**src/hw/rtl/fbat_ram.sv**
```systemverilog
// generic single-write ram with registered read
`timescale 1ns / 1ps
`default_nettype none
module fbat_ram #(
    parameter int WIDTH = 32,
    parameter int DEPTH = 64
) (
    input  wire logic                     clk,
    input  wire logic                     we,
    input  wire logic [$clog2(DEPTH)-1:0] waddr,
    input  wire logic [WIDTH-1:0]         wdata,
    input  wire logic [$clog2(DEPTH)-1:0] raddr,
    output logic      [WIDTH-1:0]         rdata
);
    logic [WIDTH-1:0] mem_reg [DEPTH];

    always_ff @(posedge clk)
    begin
        if (we)
        begin
            mem_reg[waddr] <= wdata;
        end
        rdata <= mem_reg[raddr];
    end
endmodule
`default_nettype wire

```
**config.mk**
```make
export PLATFORM = sky130hd
export DESIGN_NAME = fbat_ram
export DESIGN_NICKNAME = d
export VERILOG_FILES = /design/src/hw/rtl/fbat_ram.sv
export SDC_FILE = /design/constraint.sdc
export NUM_CORES = 2
export LEC_CHECK = 0
export BUFFER_PORTS_ARGS = -buffer_cell sky130_fd_sc_hd__buf_4
export CAP_MARGIN = 20
export CORE_ASPECT_RATIO = 2
export CORE_UTILIZATION = 25
export CTS_BUF_LIST = sky130_fd_sc_hd__clkbuf_8
export DETAILED_ROUTE_END_ITERATION = 7
export PLACE_DENSITY = 0.39
export SETUP_SLACK_MARGIN = 0.02
export SLEW_MARGIN = 20
export SYNTH_ARGS = -nofsm -noshare
export SYNTH_HDL_FRONTEND = slang
export SYNTH_SLANG_ARGS = --single-unit
```
**constraint.sdc**
```tcl
create_clock -name clk -period 5.6 [get_ports clk]
set_input_delay 0.84 -clock clk [delete_from_list [all_inputs] [get_ports clk]]
set_output_delay 0.84 -clock clk [all_outputs]
set_load 0.005 [all_outputs]
```
==> flow_metrics.py <==
metrics = {
    "run_status": {
        "status": "finished, final reports clean",
    },
    "place": {
        "dp_slack_ns": 1.17,
        "place.gp.congestion": 0.737,
        "placed_cells": 7460,
        "io_buffers": 77,
        "dp_hpwl_mm": 154,
    },
    "worst_setup_path": {
        "cp_max_fo": 35,
        "crit_buf_inv": 3,
        "cp_top_family": "buffers and inverters",
        "path_cells": "buf_8, buf_4, buf_4, mux4_2, mux4_2, o22ai_1, nor2_1",
        "worst_setup_path_start_kind": "primary input",
        "max_stage_delay_ns": 0.67,
        "crit_path_end_kind": "flip-flop",
        "arrival_ns": 4.15,
        "cp_data_required_time_ns": 6.38,
        "slowest_stage": "o22ai_1",
        "critical_path_class": "in2reg",
    },
    "synthesis": {
        "synth.avg_cell_area_sq_um": 23.6,
        "yosysWarnings": 0,
        "syn_nets": 3370,
        "ys_seq_area_share_pct": 79.1,
        "postSynth.asyncResetShare_pct": 0,
        "netlist_area_sq_mm": 0.0785,
        "netlist_instances": 3324,
        "synth_top_area_share_pct": 78.3,
        "synth.area.top_cells": "edfxtp_1 (78%), mux4_2 (16%), mux2i_1 (1.2%)",
        "synth-seq-cells": 2080,
        "yosys.cell_types.count": 34,
        "synth_edf_count": 2048,
        "ys.flop_type": "edfxtp_1",
        "yosys.area.top_type": "edfxtp_1",
    },
    "final_layout": {
        "finalNonFillerCells": 8000,
        "fillers": 30430,
        "largest_reg_flops": 2048,
        "drive_gt1_share_pct": 31.3,
        "fin_nets": 3722,
        "syn_to_final_growth_pct": 15.7,
        "mostFrequentLayoutCell": "edfxtp_1",
        "layout_common_cells": "edfxtp_1 (2048), mux4_2 (544), clkbuf_8 (331)",
    },
    "global_routing": {
        "grt_usage_pct": 15.8,
        "grt_max_degree": 70,
        "grt_pass1_wl_mm": 344,
        "grt_overflow_total": 0,
        "grt_pass1_vias": 40252,
        "antenna_found_initial": 21,
    },
    "power": {
        "p_leak_nw": 27.9,
        "power_w": 0.0307,
        "ir_drop_uv": 136,
        "p_per_area_mw_per_mm2": 338,
    },
    "floorplan": {
        "die_area_sq_mm": 0.316,
        "die_h_microns": 795,
        "die_x_microns": 398,
        "ios": 78,
        "initial_core_util_pct": 25.2,
        "core_sq_mm": 0.312,
        "rows": 290,
    },
    "route": {
        "postRouteAntennaNets": 0,
        "totalWireLength_mm": 252,
        "via_per_inst": 4.57,
        "drcViolationCount": 0,
        "num_vias": 36583,
        "drtIter0Drc": 2506,
        "first_pass_iters": 5,
        "wl_per_cell_microns": 31.5,
    },
    "sta": {
        "max_clock_freq_ghz": 0.297,
        "slew_headroom_pct": 26.3,
        "finalSetupTns_ns": 0,
        "rsz0062_at_grt": "no",
        "fin_crit_ns": 3.36,
        "min_period_over_period_pct": 60.0,
        "worst_slack_ns": 2.24,
        "drv_slew": 0,
        "tightest_slew_ns": 1.11,
        "final-hold-violation-count": 0,
        "setup_violations": 0,
        "clock_skew_ns": 0.0474,
    },
    "clocking": {
        "cts_buffers": 302,
        "insertion_delay_ns": 0.95,
        "cts_buffer_depth": 4,
        "root_buffer": "clkbuf_8",
        "cts-hold-fix-buffers": 0,
        "cts_tree": "done",
        "cts.sinks": 2080,
        "clk_transition_reported_paths_ns": 0.07,
        "htreeDepth": 5,
        "cts_resized": 0,
        "cts_setup_buffers": 0,
    },
    "worst_hold_path": {
        "holdCritPathClass": "in2reg",
    },
    "run": {
        "cap_violations": 0,
    },
}
## Yosys cell counts, types with 5 or more instances
master / number
edfxtp_1: 2048
mux4_2: 544
nor2_1: 137
mux2i_1: 93
o22ai_1: 84
clkbuf_1: 74
a21oi_1: 62
buf_2: 57
dfxtp_1: 32
o221ai_1: 27
nand2_1: 26
buf_4: 25
buf_1: 21
nor2b_1: 15
a22oi_1: 12
a311oi_1: 8
nand2b_1: 8
nor3_1: 7
buf_6: 5
nand3_1: 5
nand3b_1: 5
## final timing paths
check,from,endpoint,slack (ns),depth (start not counted)
max,raddr[1],rdata[31],2.24,7
min,wdata[30],mem_reg[45][30],0.45,1
min reg2reg,mem_reg[29][4],rdata[4],0.85,4
max reg2reg,mem_reg[51][31],rdata[31],3.20,4
## area by class of cell
| type | instances | area (sq um) | share of cell area [%] |
|---|---|---|---|
| diodes | 10 | 25.0 | 0.0275 |
| clock buffers | 331 | 4560 | 5.01 |
| clock inverters | 199 | 995 | 1.09 |
| multi-input cells | 1062 | 16000 | 17.6 |
| flip-flops and latches | 2080 | 62100 | 68.4 |
| well taps | 4088 | 5110 | 5.63 |
| repair buffers | 230 | 2070 | 2.27 |
## kinds of logic (layout without fill, tap and decap cells)
group	after synthesis	after routing	synth area share (%)
compound gates	202	202	1.67
simple gates	223	223	1.27
buf+inv	182	760	1.13
mux	637	637	16.8
flops	2080	2080	79.1
other cells	0	10	0
## worst reg2reg max path: stages, from the launching register on
cell and delay, ns:
edfxtp_1 0.36, mux4_2 0.51, mux4_2 0.52, o22ai_1 0.67, nor2_1 0.18
## report_power, final
group          switching (W)  internal [W]
sequential          0.000111        0.0172
clock                0.00601       0.00571
combinational        0.00107      0.000604
total                0.00720        0.0236
## layer usage
metal | GRT usage (%) | share of wire [%]
met3 | 1.99 | 3.5
met4 | 3.78 | 2.0
met2 | 31.6 | 58
met5 | 0 | 0.023
met1 | 17.2 | 36
## per-stage QoR
stage                     hold WS, ns  util (%)  area, sq um
after CTS                       0.326      29.1        90800
after global routing            0.391      29.1        90900
after global placement          0.815      27.3        85300
after floorplan                 0.663         -        78500
final                           0.448      29.1        90900
after detailed placement        0.790      27.3        85300
Power figures use the tool's default switching activity.
