File: config.mk
export PLATFORM = sky130hd
export DESIGN_NAME = fbat_fifo
export DESIGN_NICKNAME = d
export VERILOG_FILES = /design/src/hw/rtl/fbat_pkg.sv /design/src/hw/rtl/fbat_fifo.sv
export SDC_FILE = /design/constraint.sdc
export NUM_CORES = 1
export LEC_CHECK = 0
export BUFFER_PORTS_ARGS = -buffer_cell sky130_fd_sc_hd__buf_2
export CAP_MARGIN = 20
export CORE_MARGIN = 10
export CORE_UTILIZATION = 50
export CTS_CLUSTER_DIAMETER = 30
export DETAILED_ROUTE_END_ITERATION = 12
export PLACE_DENSITY_LB_ADDON = 0.05
export REMOVE_ABC_BUFFERS = 1
export SLEW_MARGIN = 20
export SYNTH_ARGS = -nofsm -noshare
export SYNTH_HDL_FRONTEND = slang
export SYNTH_SLANG_ARGS = --single-unit
File: constraint.sdc
create_clock -name clk -period 2.9 [get_ports clk]
set_input_delay 0.58 -clock clk [delete_from_list [all_inputs] [get_ports clk]]
set_output_delay 0.58 -clock clk [all_outputs]
set_load 0.02 [all_outputs]
File: src/hw/rtl/fbat_pkg.sv
// types and constants shared by the flow byte accounting table
`timescale 1ns / 1ps
`default_nettype none
package fbat_pkg;

    localparam int FLOW_ENTRIES = 64;
    localparam int SLOT_W       = $clog2(FLOW_ENTRIES);
    localparam int COUNT_W      = $clog2(FLOW_ENTRIES + 1);
    localparam int ADDR_W       = 32;
    localparam int PROTO_W      = 8;
    localparam int PORT_W       = 16;
    localparam int LEN_W        = 16;
    localparam int BYTES_W      = 32;
    localparam int IDX_W        = 6;
    localparam int FLOWS_W      = 7;
    localparam int QUEUE_DEPTH  = 2;
    localparam int QPTR_W       = $clog2(QUEUE_DEPTH);
    localparam int QCNT_W       = $clog2(QUEUE_DEPTH + 1);

    localparam logic [PROTO_W-1:0] TCP_PROTOCOL_NUM = 8'd6;
    localparam logic [PROTO_W-1:0] UDP_PROTOCOL_NUM = 8'd17;
    localparam logic OP_ACCOUNT = 1'b0;
    localparam logic OP_READOUT = 1'b1;

    typedef struct packed {
        logic [ADDR_W-1:0]  src_addr;
        logic [ADDR_W-1:0]  dst_addr;
        logic [PROTO_W-1:0] protocol;
        logic [PORT_W-1:0]  source_port;
        logic [PORT_W-1:0]  dest_port;
    } flow_key_t;

    localparam int KEY_W = $bits(flow_key_t);

    typedef enum logic [1:0] {
        ITEM_HIT,
        ITEM_ALLOC,
        ITEM_DROP,
        ITEM_READ
    } item_kind_t;

    typedef struct packed {
        item_kind_t         kind;
        logic [SLOT_W-1:0]  slot;
        logic [IDX_W-1:0]   read_index;
        logic               slot_valid;
        logic [LEN_W-1:0]   packet_length;
        logic [FLOWS_W-1:0] flows;
    } work_t;

    typedef struct packed {
        logic              en;
        logic [SLOT_W-1:0] addr;
        flow_key_t         key;
    } key_wr_t;

    typedef struct packed {
        logic [IDX_W-1:0]   entry_slot;
        logic               new_flow;
        logic               table_full_drop;
        logic               entry_valid;
        logic [BYTES_W-1:0] byte_total;
        flow_key_t          key;
        logic [FLOWS_W-1:0] flows_in_use;
    } result_t;

    typedef enum logic {
        BK_IDLE,
        BK_CALC
    } back_state_t;

endpackage
`default_nettype wire

File: src/hw/rtl/fbat_fifo.sv
// short queue of classified words between front and back
`timescale 1ns / 1ps
`default_nettype none
module fbat_fifo (
    input  wire logic           clk,
    input  wire logic           rst_n,
    input  wire logic           push_en,
    input  wire fbat_pkg::work_t push_data,
    output logic                full,
    input  wire logic           pop_en,
    output fbat_pkg::work_t     pop_data,
    output logic                empty
);
    import fbat_pkg::*;

    work_t              mem_reg [QUEUE_DEPTH];
    logic [QPTR_W-1:0]  wr_ptr_reg, wr_ptr_next;
    logic [QPTR_W-1:0]  rd_ptr_reg, rd_ptr_next;
    logic [QCNT_W-1:0]  cnt_reg, cnt_next;

    assign full     = (cnt_reg == QCNT_W'(QUEUE_DEPTH));
    assign empty    = (cnt_reg == '0);
    assign pop_data = mem_reg[rd_ptr_reg];

    always_comb
    begin
        wr_ptr_next = push_en ? wr_ptr_reg + QPTR_W'(1) : wr_ptr_reg;
        rd_ptr_next = pop_en ? rd_ptr_reg + QPTR_W'(1) : rd_ptr_reg;
        cnt_next    = cnt_reg;
        if (push_en && !pop_en)
        begin
            cnt_next = cnt_reg + QCNT_W'(1);
        end
        else if (pop_en && !push_en)
        begin
            cnt_next = cnt_reg - QCNT_W'(1);
        end
    end

    always_ff @(posedge clk or negedge rst_n)
    begin
        if (!rst_n)
        begin
            wr_ptr_reg <= '0;
            rd_ptr_reg <= '0;
            cnt_reg    <= '0;
        end
        else
        begin
            wr_ptr_reg <= wr_ptr_next;
            rd_ptr_reg <= rd_ptr_next;
            cnt_reg    <= cnt_next;
        end
    end

    always_ff @(posedge clk)
    begin
        if (push_en)
        begin
            mem_reg[wr_ptr_reg] <= push_data;
        end
    end
endmodule
`default_nettype wire

==> impl_results.md <==
- Status: finished clean
- Tcrit/Tclk final: 0.833
- Worst path slowest cell: dfrtp_2
- Slew Viols, Final: 0
- CTS tree: yes
- Max IR drop VDD: 0.000533 V
- Most frequent cells in the layout: buf_2 (81), edfxtp_1 (76), mux2_2 (28), mux2_4 (10), clkbuf_8 (9)
- Final Cell Area: 0.00375 mm²
- Ys Warns: 0
- Post-Route Utilization: 0.641
- Overall routing resource usage: 0.119
- CP arrival: 1840 ps
- Mapped cell area: 0.00298 mm²
- Antenna violations before repair: 0
- Final Critical Period: 2420 ps
- CP peak stage delay: 670 ps
- # port buffers: 81
- Max FFs per register: 76
- Area of placed instances: 0.00348 mm²
- Startpoint Class: register
- Final net count: 270
- Comb pwr share: 0.304
- Syn Area/Cell: 22.2 µm²
- Depth of the CTS H-tree: 3
- Largest net degree at the start of global routing: 21
- RSZ-0062 raised after global routing: false
- CP max FO: 19
- MaxCap Viol Count: 0
- Fill cell count: 430
- Static Leak: 1.47 nW
- Internal power: 0.00271 W
- DR WL met2: 2970 µm
- Fin Clk Skew: 2.53 ps
- Postcts setup bufs: 0
- Gr ovfl total: 0
- Max-slew headroom: 0.611
- Worst path cell trace: buf_4 > mux2_2 > buf_2
- First-pass GRT wire length: 8680 µm
- Placeable Area: 0.00585 mm²
- Routed via count: 1493
- Switching share of power: 0.305
- DRC viols: 0
- Clock root buffer: clkbuf_8
- # IOs: 82
- Clock latency at the later pin of the worst-skew pair: 340 ps
- Wire length on met3: 428 µm
- Placed Cells: 291
- Drt via density: 4.86
- Wirelength per Cell: 18.1 µm
- Worst-margin pin slew: 582 ps
- TritonCTS Buffers: 9
- Drt total wl: 5560 µm
- P_sw: 0.00119 W
- Fraction of layout cells with a size suffix above 1: 0.616
- ANT cells: 0
- Initial core utilization: 0.509
- Die H: 97.1 µm
- Post-synthesis cell type count: 14
- Final setup fails: 0
- Dpl hpwl: 4010 µm
- Die W: 97.1 µm
- Sequential share of power: 0.426
- Final Hold Vio Count: 0
- Fmax: 414 MHz
- Commonest non-fill, non-tap cell in the layout: buf_2
- Setup CP Type: register to output pin
- Vias in the first global route: 1676
- Clk pin slew, worst setup/hold paths: 80 ps
- Critical path required time: 2320 ps
- Cts hold-fix bufs: 0
- Setup crit end kind: output pin
- Pre-antenna DRT Iters: 4
- Gp weighted congestion: 0.777
- Area growth from synthesis to layout: 26.0%
- First DRT Iteration DRCs: 78
- Synth Instances: 134
- Clock Power Share: 0.270
- PD cells: 1040 mW/mm²
- Seq/Total Area, Yosys: 0.801
- Sinks on Clock Net: 80
- # rows: 28
- Top sig layer: met4
- Post-DRT Antenna Nets: 0
- Cts repair resizes: 0
- Met1 wire length: 2060 µm
- Layout Cells excl Fill: 307
- Yosys reg bits: 80
- Type of the worst min-delay path: primary input to async pin
- Clock buffer depth: 2
- Setup TNS: 0 ps
- Die area: 0.00944 mm²
routing by layer:
metal  global-route usage  up-vias
li1                     -      704
met1                0.121      728
met2                0.199       51
met3               0.0505       10
met4               0.0715        0
met5                    0        -
cell usage after synthesis (all sizes together):
library cell,instances,share of area
nor2,2,0.0025
inv,1,0.0013
edfxtp,76,0.77
and2,1,0.0021
mux2,38,0.16
xnor2,1,0.0029
buf,4,0.014
nor2b,2,0.0042
ha,1,0.0042
xor2,4,0.012
dfrtp,4,0.034
path summary, 6_finish.rpt:
check	startpoint	endpoint	slack (ps)	cells after the start
worst max-delay path	rd_ptr_reg$_DFFE_PN0P_	pop_data[33]	480	3
worst min-delay path	rst_n	cnt_reg[0]$_DFFE_PN0P_	30	1
worst max register to register	wr_ptr_reg$_DFFE_PN0P_	mem_reg[1][13]$_DFFE_PP_	1300	2
worst min register to register	cnt_reg[1]$_DFFE_PN0P_	cnt_reg[1]$_DFFE_PN0P_	490	1
max in group asynchronous	rst_n	rd_ptr_reg$_DFFE_PN0P_	2740	1
min in group clk	push_data[34]	mem_reg[0][34]$_DFFE_PP_	420	1
worst max-delay path, delay by kind of cell (launching register included):
family	cells	cell delay [ps]
mux	1	350
flops	1	670
buf+inv	2	470
metrics by stage:
stage | setup slack, ps | power, W | hold WS [ps]
after floorplan | 178 | 0.00248 | 284
after global placement | 848 | 0.00286 | 393
after detailed placement | 831 | 0.00290 | 391
after CTS | 431 | 0.00396 | 7.92
after global routing | 362 | 0.00409 | 12.7
final | 485 | 0.00390 | 28.1
cell families (layout without fill, tap and decap cells):
group	after synthesis	count (layout)	synth area share
flip-flops	80	80	0.801
adder cells (fa/ha/maj)	1	1	0.00420
AND/OR/NAND/NOR	5	5	0.00883
multiplexers	38	38	0.156
buffers and inverters	5	103	0.0151
XOR/XNOR	5	5	0.0147
final cells by class:
class                   count  area [µm²]  share of cell area
inverters                   1        3.75             0.00100
clock inverters             7         144              0.0384
multi-input cells          49         557               0.149
flip-flops and latches     80        2380               0.636
well taps                  75        93.8              0.0250
clock buffers               9         124              0.0330
repair buffers             86         443               0.118
power groups by stage:
stage                     logic (W)  clock network, W  registers (W)
final                       0.00119           0.00105        0.00166
after global routing        0.00128           0.00113        0.00169
after CTS                   0.00121           0.00108        0.00167
after detailed placement    0.00121                 0        0.00169
after global placement      0.00119                 0        0.00167
after floorplan            0.000779                 0        0.00170
Power figures use the tool's default switching activity.
