===== config.mk =====
export PLATFORM = sky130hd
export DESIGN_NAME = fbat_back_flat
export DESIGN_NICKNAME = d
export VERILOG_FILES = /design/src/hw/rtl/fbat_pkg.sv /design/src/hw/rtl/fbat_if.sv /design/src/hw/rtl/fbat_ram.sv /design/src/hw/rtl/fbat_back.sv /design/src/flat_wrapper.sv
export SDC_FILE = /design/constraint.sdc
export NUM_CORES = 2
export LEC_CHECK = 0
export BUFFER_PORTS_ARGS = -buffer_cell sky130_fd_sc_hd__buf_2
export CAP_MARGIN = 20
export CORE_MARGIN = 1.5
export CORE_UTILIZATION = 55
export CTS_CLUSTER_DIAMETER = 80
export DETAILED_ROUTE_END_ITERATION = 8
export PLACE_DENSITY_LB_ADDON = 0.15
export REMOVE_ABC_BUFFERS = 1
export SYNTH_ARGS = -nofsm -noshare
export SYNTH_HDL_FRONTEND = slang
export SYNTH_SLANG_ARGS = --single-unit

===== constraint.sdc =====
create_clock -name clk -period 7.6 [get_ports clk]
set_input_delay 0.38 -clock clk [delete_from_list [all_inputs] [get_ports clk]]
set_output_delay 0.38 -clock clk [all_outputs]
set_load 0.01 [all_outputs]

===== src/hw/rtl/fbat_pkg.sv =====
// types and constants shared by the flow byte accounting table
`timescale 1ns / 1ps
`default_nettype none
package fbat_pkg;

    localparam int FLOW_ENTRIES = 64;
    localparam int SLOT_W       = $clog2(FLOW_ENTRIES);
    localparam int COUNT_W      = $clog2(FLOW_ENTRIES + 1);
    localparam int ADDR_W       = 32;
    localparam int PROTO_W      = 8;
    localparam int PORT_W       = 16;
    localparam int LEN_W        = 16;
    localparam int BYTES_W      = 32;
    localparam int IDX_W        = 6;
    localparam int FLOWS_W      = 7;
    localparam int QUEUE_DEPTH  = 2;
    localparam int QPTR_W       = $clog2(QUEUE_DEPTH);
    localparam int QCNT_W       = $clog2(QUEUE_DEPTH + 1);

    localparam logic [PROTO_W-1:0] TCP_PROTOCOL_NUM = 8'd6;
    localparam logic [PROTO_W-1:0] UDP_PROTOCOL_NUM = 8'd17;
    localparam logic OP_ACCOUNT = 1'b0;
    localparam logic OP_READOUT = 1'b1;

    typedef struct packed {
        logic [ADDR_W-1:0]  src_addr;
        logic [ADDR_W-1:0]  dst_addr;
        logic [PROTO_W-1:0] protocol;
        logic [PORT_W-1:0]  source_port;
        logic [PORT_W-1:0]  dest_port;
    } flow_key_t;

    localparam int KEY_W = $bits(flow_key_t);

    typedef enum logic [1:0] {
        ITEM_HIT,
        ITEM_ALLOC,
        ITEM_DROP,
        ITEM_READ
    } item_kind_t;

    typedef struct packed {
        item_kind_t         kind;
        logic [SLOT_W-1:0]  slot;
        logic [IDX_W-1:0]   read_index;
        logic               slot_valid;
        logic [LEN_W-1:0]   packet_length;
        logic [FLOWS_W-1:0] flows;
    } work_t;

    typedef struct packed {
        logic              en;
        logic [SLOT_W-1:0] addr;
        flow_key_t         key;
    } key_wr_t;

    typedef struct packed {
        logic [IDX_W-1:0]   entry_slot;
        logic               new_flow;
        logic               table_full_drop;
        logic               entry_valid;
        logic [BYTES_W-1:0] byte_total;
        flow_key_t          key;
        logic [FLOWS_W-1:0] flows_in_use;
    } result_t;

    typedef enum logic {
        BK_IDLE,
        BK_CALC
    } back_state_t;

endpackage
`default_nettype wire


===== src/hw/rtl/fbat_if.sv =====
// word channels into and out of the flow table
`timescale 1ns / 1ps
`default_nettype none


interface fbat_out_if;
    logic        valid;
    logic        ready;
    logic [5:0]  entry_slot;
    logic        new_flow;
    logic        table_full_drop;
    logic        entry_valid;
    logic [31:0] byte_total;
    logic [31:0] out_src_addr;
    logic [31:0] out_dst_addr;
    logic [7:0]  out_protocol;
    logic [15:0] out_src_port;
    logic [15:0] out_dst_port;
    logic [6:0]  flows_in_use;

    modport source (output valid, entry_slot, new_flow, table_full_drop, entry_valid,
                    byte_total, out_src_addr, out_dst_addr, out_protocol, out_src_port,
                    out_dst_port, flows_in_use, input ready);
    modport sink (input valid, entry_slot, new_flow, table_full_drop, entry_valid,
                  byte_total, out_src_addr, out_dst_addr, out_protocol, out_src_port,
                  out_dst_port, flows_in_use, output ready);
endinterface
`default_nettype wire


===== src/hw/rtl/fbat_ram.sv =====
// generic single-write ram with registered read
`timescale 1ns / 1ps
`default_nettype none
module fbat_ram #(
    parameter int WIDTH = 32,
    parameter int DEPTH = 64
) (
    input  wire logic                     clk,
    input  wire logic                     we,
    input  wire logic [$clog2(DEPTH)-1:0] waddr,
    input  wire logic [WIDTH-1:0]         wdata,
    input  wire logic [$clog2(DEPTH)-1:0] raddr,
    output logic      [WIDTH-1:0]         rdata
);
    logic [WIDTH-1:0] mem_reg [DEPTH];

    always_ff @(posedge clk)
    begin
        if (we)
        begin
            mem_reg[waddr] <= wdata;
        end
        rdata <= mem_reg[raddr];
    end
endmodule
`default_nettype wire


===== src/hw/rtl/fbat_back.sv =====
// back: counter read-modify-write, key readout and result register
`timescale 1ns / 1ps
`default_nettype none
module fbat_back (
    input  wire logic                      clk,
    input  wire logic                      rst_n,
    input  wire logic                      q_empty,
    input  wire fbat_pkg::work_t           pop_data,
    output logic                           pop_en,
    output logic [fbat_pkg::SLOT_W-1:0]    key_raddr,
    input  wire fbat_pkg::flow_key_t       key_rdata,
    fbat_out_if.source                     res
);
    import fbat_pkg::*;

    back_state_t         state_reg, state_next;
    work_t               work_reg;
    result_t             res_reg, res_calc;
    logic                res_valid_reg, res_valid_next;
    logic                load;
    logic                cnt_we;
    logic [BYTES_W-1:0]  cnt_wdata, cnt_rdata;
    logic [BYTES_W:0]    sum;

    fbat_ram #(.WIDTH(BYTES_W), .DEPTH(FLOW_ENTRIES)) u_cnt_ram (
        .clk   (clk),
        .we    (cnt_we),
        .waddr (work_reg.slot),
        .wdata (cnt_wdata),
        .raddr (pop_data.slot),
        .rdata (cnt_rdata)
    );

    assign key_raddr = pop_data.slot;

    always_comb
    begin
        state_next = state_reg;
        case (state_reg)
            BK_IDLE:
            begin
                if (pop_en)
                begin
                    state_next = BK_CALC;
                end
            end
            BK_CALC: state_next = BK_IDLE;
            default: state_next = BK_IDLE;
        endcase
    end

    always_comb
    begin
        pop_en = 1'b0;
        load   = 1'b0;
        case (state_reg)
            BK_IDLE: pop_en = !q_empty && (!res_valid_reg || res.ready);
            BK_CALC: load = 1'b1;
            default:
            begin
                pop_en = 1'b0;
                load   = 1'b0;
            end
        endcase
    end

    always_comb
    begin
        sum       = {1'b0, cnt_rdata} + (BYTES_W + 1)'(work_reg.packet_length);
        cnt_we    = 1'b0;
        cnt_wdata = BYTES_W'(work_reg.packet_length);
        res_calc  = '0;
        res_calc.flows_in_use = work_reg.flows;
        case (work_reg.kind)
            ITEM_HIT:
            begin
                cnt_we    = load;
                cnt_wdata = sum[BYTES_W] ? '1 : sum[BYTES_W-1:0];
                res_calc.entry_slot  = IDX_W'(work_reg.slot);
                res_calc.entry_valid = 1'b1;
                res_calc.byte_total  = cnt_wdata;
                res_calc.key         = key_rdata;
            end
            ITEM_ALLOC:
            begin
                cnt_we = load;
                res_calc.entry_slot  = IDX_W'(work_reg.slot);
                res_calc.new_flow    = 1'b1;
                res_calc.entry_valid = 1'b1;
                res_calc.byte_total  = cnt_wdata;
                res_calc.key         = key_rdata;
            end
            ITEM_DROP: res_calc.table_full_drop = 1'b1;
            ITEM_READ:
            begin
                res_calc.entry_slot  = work_reg.read_index;
                res_calc.entry_valid = work_reg.slot_valid;
                if (work_reg.slot_valid)
                begin
                    res_calc.byte_total = cnt_rdata;
                    res_calc.key        = key_rdata;
                end
            end
            default: res_calc.table_full_drop = 1'b0;
        endcase
    end

    always_comb
    begin
        res_valid_next = res_valid_reg;
        if (load)
        begin
            res_valid_next = 1'b1;
        end
        else if (res.ready)
        begin
            res_valid_next = 1'b0;
        end
    end

    always_ff @(posedge clk or negedge rst_n)
    begin
        if (!rst_n)
        begin
            state_reg     <= BK_IDLE;
            res_valid_reg <= 1'b0;
        end
        else
        begin
            state_reg     <= state_next;
            res_valid_reg <= res_valid_next;
        end
    end

    always_ff @(posedge clk)
    begin
        if (pop_en)
        begin
            work_reg <= pop_data;
        end
        if (load)
        begin
            res_reg <= res_calc;
        end
    end

    assign res.valid           = res_valid_reg;
    assign res.entry_slot      = res_reg.entry_slot;
    assign res.new_flow        = res_reg.new_flow;
    assign res.table_full_drop = res_reg.table_full_drop;
    assign res.entry_valid     = res_reg.entry_valid;
    assign res.byte_total      = res_reg.byte_total;
    assign res.out_src_addr    = res_reg.key.src_addr;
    assign res.out_dst_addr    = res_reg.key.dst_addr;
    assign res.out_protocol    = res_reg.key.protocol;
    assign res.out_src_port    = res_reg.key.source_port;
    assign res.out_dst_port    = res_reg.key.dest_port;
    assign res.flows_in_use    = res_reg.flows_in_use;
endmodule
`default_nettype wire


===== src/flat_wrapper.sv =====
// flat-port wrapper written by rule: the top's interface ports become plain ports
module fbat_back_flat import fbat_pkg::*;
  (clk, rst_n, q_empty, pop_data, pop_en, key_raddr, key_rdata, res_valid, res_entry_slot, res_new_flow, res_table_full_drop, res_entry_valid, res_byte_total, res_out_src_addr, res_out_dst_addr, res_out_protocol, res_out_src_port, res_out_dst_port, res_flows_in_use, res_ready);
  fbat_out_if res_i ();
  input  wire logic clk;
  input  wire logic rst_n;
  input  wire logic q_empty;
  input  wire fbat_pkg::work_t pop_data;
  output logic pop_en;
  output logic [fbat_pkg::SLOT_W-1:0] key_raddr;
  input  wire fbat_pkg::flow_key_t key_rdata;
  output wire logic [$bits(res_i.valid)-1:0] res_valid;
  output wire logic [$bits(res_i.entry_slot)-1:0] res_entry_slot;
  output wire logic [$bits(res_i.new_flow)-1:0] res_new_flow;
  output wire logic [$bits(res_i.table_full_drop)-1:0] res_table_full_drop;
  output wire logic [$bits(res_i.entry_valid)-1:0] res_entry_valid;
  output wire logic [$bits(res_i.byte_total)-1:0] res_byte_total;
  output wire logic [$bits(res_i.out_src_addr)-1:0] res_out_src_addr;
  output wire logic [$bits(res_i.out_dst_addr)-1:0] res_out_dst_addr;
  output wire logic [$bits(res_i.out_protocol)-1:0] res_out_protocol;
  output wire logic [$bits(res_i.out_src_port)-1:0] res_out_src_port;
  output wire logic [$bits(res_i.out_dst_port)-1:0] res_out_dst_port;
  output wire logic [$bits(res_i.flows_in_use)-1:0] res_flows_in_use;
  input wire logic [$bits(res_i.ready)-1:0] res_ready;
  assign res_valid = res_i.valid;
  assign res_entry_slot = res_i.entry_slot;
  assign res_new_flow = res_i.new_flow;
  assign res_table_full_drop = res_i.table_full_drop;
  assign res_entry_valid = res_i.entry_valid;
  assign res_byte_total = res_i.byte_total;
  assign res_out_src_addr = res_i.out_src_addr;
  assign res_out_dst_addr = res_i.out_dst_addr;
  assign res_out_protocol = res_i.out_protocol;
  assign res_out_src_port = res_i.out_src_port;
  assign res_out_dst_port = res_i.out_dst_port;
  assign res_flows_in_use = res_i.flows_in_use;
  assign res_i.ready = res_ready;
  fbat_back u_core (.clk(clk), .rst_n(rst_n), .q_empty(q_empty), .pop_data(pop_data), .pop_en(pop_en), .key_raddr(key_raddr), .key_rdata(key_rdata), .res(res_i));
endmodule

==> metrics.log <==
INFO  metric status = complete, but fails checks
INFO  metric violations = antenna rules
INFO  metric design_power_total = between 0.02 and 0.03 W
INFO  metric cts.path.max_buffers = 3
INFO  metric drive_gt1_share = 31.1%
INFO  metric distinct_cell_type_count_after_synthesis = 59
INFO  metric largest_register_ffs = 2,048
INFO  metric setup_viol_count_final = 0
INFO  metric critical_path.cell_chain = ha_1 > o211ai_1 > o211ai_1 > a31oi_2 > a21oi_2 > nand4_1 > a31oi_4 > buf_4
INFO  metric post_synth_edffs = 2,238
INFO  metric start_kind = flip-flop
INFO  metric grt_max_degree = 116
INFO  metric power_switching_share = 22.5%
INFO  metric number_of_buffers_and_inverters_on_the_critical_path = 1
INFO  metric post-cts-setup-buffer-count = 0
INFO  metric hold_path.class = in2reg
INFO  metric floorplan.die.height = 402 um
INFO  metric crit-reg2reg-launch = u_core.work_reg[9]
INFO  metric power.density = about 260 mW/mm2
INFO  metric port_buffers = roughly 310
INFO  metric fill_cell_count = 10.3k
INFO  metric place_hpwl = ~120,000 um
INFO  metric portion_of_total_power_attributed_to_combinational_logic = 7.6%
INFO  metric num_io_pins = about 300
INFO  metric via_per_inst = 6.49
INFO  metric multi_input_area = 0.0192 mm2
INFO  metric number_of_pins_exceeding_their_max_slew_limit_in_the_final_report = 0
INFO  metric wire_length_of_the_first_global_routing_pass = approximately 320,000 um
INFO  metric antenna_found_initial = 12
INFO  metric hp-start = q_empty
INFO  metric vdd.ir_drop.worst = 236 uV
INFO  metric slowest_delay = 0.89 ns
INFO  metric ctsHoldBuffers = 139
INFO  metric via_count = 44.1k
INFO  metric critPathTopFamily = compound AO/OA/AOI/OAI gates
INFO  metric initial_utilization = between 50% and 60%
INFO  metric worst-r2r-cell-count = 8
INFO  metric cts.root.buffer_cell = clkbuf_16
INFO  metric global_route.usage.total = 28.7%
INFO  metric totalNegativeSetupSlack = 0 ns
INFO  metric worstSkewPairLatency = 0.86 ns
INFO  metric placed_cell_area = just over 0.09 mm2
INFO  metric reg2reg_slack = roughly 3.3 ns
INFO  metric r2r-end = u_core.u_cnt_ram.mem_reg[26][25]
INFO  metric finished_cell_area = 0.101 mm2
INFO  metric hold_depth = 3
INFO  metric worst_hold_path.endpoint = u_core.state_reg
INFO  metric synth-seq-area-share = 77.6%
INFO  metric critPathMaxFanout = 33
INFO  metric drc = 0
INFO  metric clock_sinks = roughly 2.3k
INFO  metric finalHoldWorstSlack = around 0.11 ns
INFO  metric timing.critical_path.required = 8.20 ns
INFO  metric layout.area.seq = between 0.06 and 0.07 mm2
INFO  metric finalWorstPathRequiredPeriod = around 4.3 ns
INFO  metric maxCapViolations = 0
INFO  metric numCtsBuffers = 216
INFO  metric criticalPathCategory = reg2reg
INFO  metric synth_top_flop_cell = edfxtp_1
INFO  metric globalplace.congestion = between 0.9 and 1
INFO  metric synth_cells = 3,949
INFO  metric grt_setup_unrepaired = no
INFO  metric cts_tree = done
INFO  metric placeableCoreArea = 0.158 mm2
INFO  metric crit_arrival = 4.91 ns
INFO  metric hold_viol = 0
INFO  metric pwr-share-seq = 53.3%
INFO  metric fin_worst_skew = around 0.034 ns
INFO  metric synth_async_sr_flop_share = 0.0880%
INFO  metric timing.critical_path.mode_cell = o211ai_1
INFO  metric slew_headroom = 19.4%
INFO  metric detailedRoute.firstPassIterationCount = 7
INFO  metric grt_overflow = 0
INFO  metric finish.net_count = 4,696
INFO  metric yosys_register_bits = roughly 2.3k
INFO  metric flow.area_growth_from_synthesis = 15.4%
INFO  metric htree_levels = 4
INFO  metric cell_internal_pwr = a little over 0.02 W
INFO  metric timing.final.crit_share = 56.7%
INFO  metric dieArea = 0.161 mm2
INFO  metric yosysWarnings = 0
INFO  metric drt.antenna.violating_nets = 1
INFO  metric std_cell_rows = ~150
INFO  metric worst_path_max_delay_cell = a31oi_4
INFO  metric vias_in_the_first_global_route = about 44k
INFO  metric synthesis.area_per_instance = 22.2 um2
INFO  metric number_of_gates_resized_after_cts = 0
INFO  metric detailedRoute.firstIterationViolations = 5,726
INFO  metric detail_route.wirelength = 231,000 um
INFO  metric critical_path.endpoint_type = flip-flop
INFO  metric max_freq = around 0.23 GHz
INFO  metric wl_per_cell = roughly 34 um
INFO  metric power.leakage = 32.6 nW
INFO  metric power.clock.fraction = 39.1%
INFO  metric syn-cell-area = around 0.09 mm2
INFO  metric worst-slew-pin-transition = 1.20 ns
INFO  metric cts.reportedPaths.clkPinSlew = 0.06 ns
INFO  metric die_x = ~400 um
INFO  metric p_sw = 0.00602 W
[metal layers]
metal  wire, um  vias to the layer above  GRT usage (%)
met1      91000                    23600           41.1
li1           -                    17700              -
met5         13                        -              0
met4       7830                        2           9.63
met2     109000                     2425           45.0
met3      22300                      352           5.71
[power groups by stage]
stage / sequential, W / combinational (W) / clock (W)
floorplan: 0.0146 / 0.000867 / 0
global placement: 0.0145 / 0.00192 / 0
detailed placement: 0.0145 / 0.00196 / 0
CTS: 0.0142 / 0.00202 / 0.0106
global route: 0.0142 / 0.00214 / 0.0111
finish: 0.0142 / 0.00204 / 0.0104
[cell usage after synthesis (2+ instances only)]
master | count | share of area, %
edfxtp_1 | 2238 | 77
mux4_2 | 596 | 15
nand2_1 | 130 | 0.56
nor2_1 | 123 | 0.53
and2_1 | 113 | 0.81
clkbuf_1 | 105 | 0.45
buf_2 | 83 | 0.47
mux2i_1 | 64 | 0.73
o21ai_0 | 52 | 0.30
o22ai_1 | 52 | 0.37
a21oi_1 | 42 | 0.24
dfxtp_1 | 32 | 0.73
nand4_1 | 31 | 0.22
o211ai_1 | 30 | 0.26
nand2b_1 | 26 | 0.19
inv_1 | 23 | 0.099
a22oi_1 | 22 | 0.19
nand3_1 | 19 | 0.11
ha_1 | 16 | 0.23
buf_1 | 15 | 0.064
buf_4 | 14 | 0.12
xnor2_1 | 13 | 0.13
a31oi_1 | 11 | 0.079
nor3_1 | 9 | 0.051
a221oi_1 | 7 | 0.070
nor2b_1 | 7 | 0.050
and4_1 | 6 | 0.060
a21o_1 | 5 | 0.043
a211oi_1 | 4 | 0.034
a311oi_1 | 4 | 0.040
and3_1 | 4 | 0.029
buf_6 | 4 | 0.051
o21a_1 | 4 | 0.034
o2bb2ai_1 | 4 | 0.040
or2_2 | 4 | 0.029
a21boi_0 | 3 | 0.026
a311o_1 | 3 | 0.034
o31ai_1 | 3 | 0.026
xor2_1 | 3 | 0.030
a211o_1 | 2 | 0.020
a31o_2 | 2 | 0.020
dfrtp_1 | 2 | 0.057
nor3b_1 | 2 | 0.017
or3_1 | 2 | 0.014
[cell families (layout without fill, tap and decap cells)]
group	Yosys count	count (layout)	share of synthesized area [%]
compound gates	262	262	1.96
xor+xnor	16	16	0.160
fa+ha+maj	17	17	0.252
buf+inv	244	1011	1.26
flops	2272	2272	77.6
mux	661	661	16.1
other cells	0	10	0
simple gates	477	477	2.67
[per-stage QoR]
step           setup WS [ns]  std cells  utilization, %
3_3_place_gp            3.57       6241            58.5
4_1_cts                 3.41       6785            63.8
6_report                3.29       6798            63.8
5_1_grt                 3.01       6789            63.8
3_5_place_dp            3.40       6245            58.5
2_1_floorplan          0.691       3728               -
[worst max path at each step]
| stage | cells after the start | startpoint | slack, ns | to |
|---|---|---|---|---|
| finish | 8 | u_core.work_reg[9] | 3.29 | u_core.u_cnt_ram.mem_reg[26][25] |
| global route | 8 | u_core.work_reg[10] | 3.01 | u_core.u_cnt_ram.mem_reg[26][25] |
| CTS | 9 | u_core.work_reg[7] | 3.41 | u_core.u_cnt_ram.mem_reg[45][14] |
| detailed placement | 9 | u_core.work_reg[7] | 3.40 | u_core.u_cnt_ram.mem_reg[33][14] |
| global placement | 9 | u_core.work_reg[7] | 3.57 | u_core.u_cnt_ram.mem_reg[33][14] |
| floorplan | 2 | u_core.state_reg | 0.69 | u_core.u_cnt_ram.mem_reg[40][0] |
[cell usage in the layout, fill, tap and decap left out, types with 51 or more instances in the layout]
cell type / n
mux4_2: 596
o22ai_1: 52
mux2i_1: 64
nand2_1: 119
clkbuf_16: 218
buf_4: 127
dlygate4sd3_1: 139
and2_1: 113
buf_2: 301
nor2_1: 55
edfxtp_1: 2238
clkinv_1: 51
nor2_4: 67
[area by class of cell]
class / instances / share of cell area [%]
Antenna cell: 10 / 0.0248
Clock inverter: 139 / 1.25
Multi-Input combinational cell: 1433 / 19.1
Timing Repair Buffer: 587 / 4.20
Clock buffer: 262 / 5.57
Sequential cell: 2272 / 67.2
Tap cell: 2072 / 2.57
Inverter: 23 / 0.0855
[worst register-to-register path, cell delays in order, from the launching register on]
cell and delay (ns):
edfxtp_1 0.40, ha_1 0.39, o211ai_1 0.14, o211ai_1 0.35
a31oi_2 0.33, a21oi_2 0.78, nand4_1 0.27, a31oi_4 0.89
buf_4 0.47
Power figures use the tool's default switching activity.
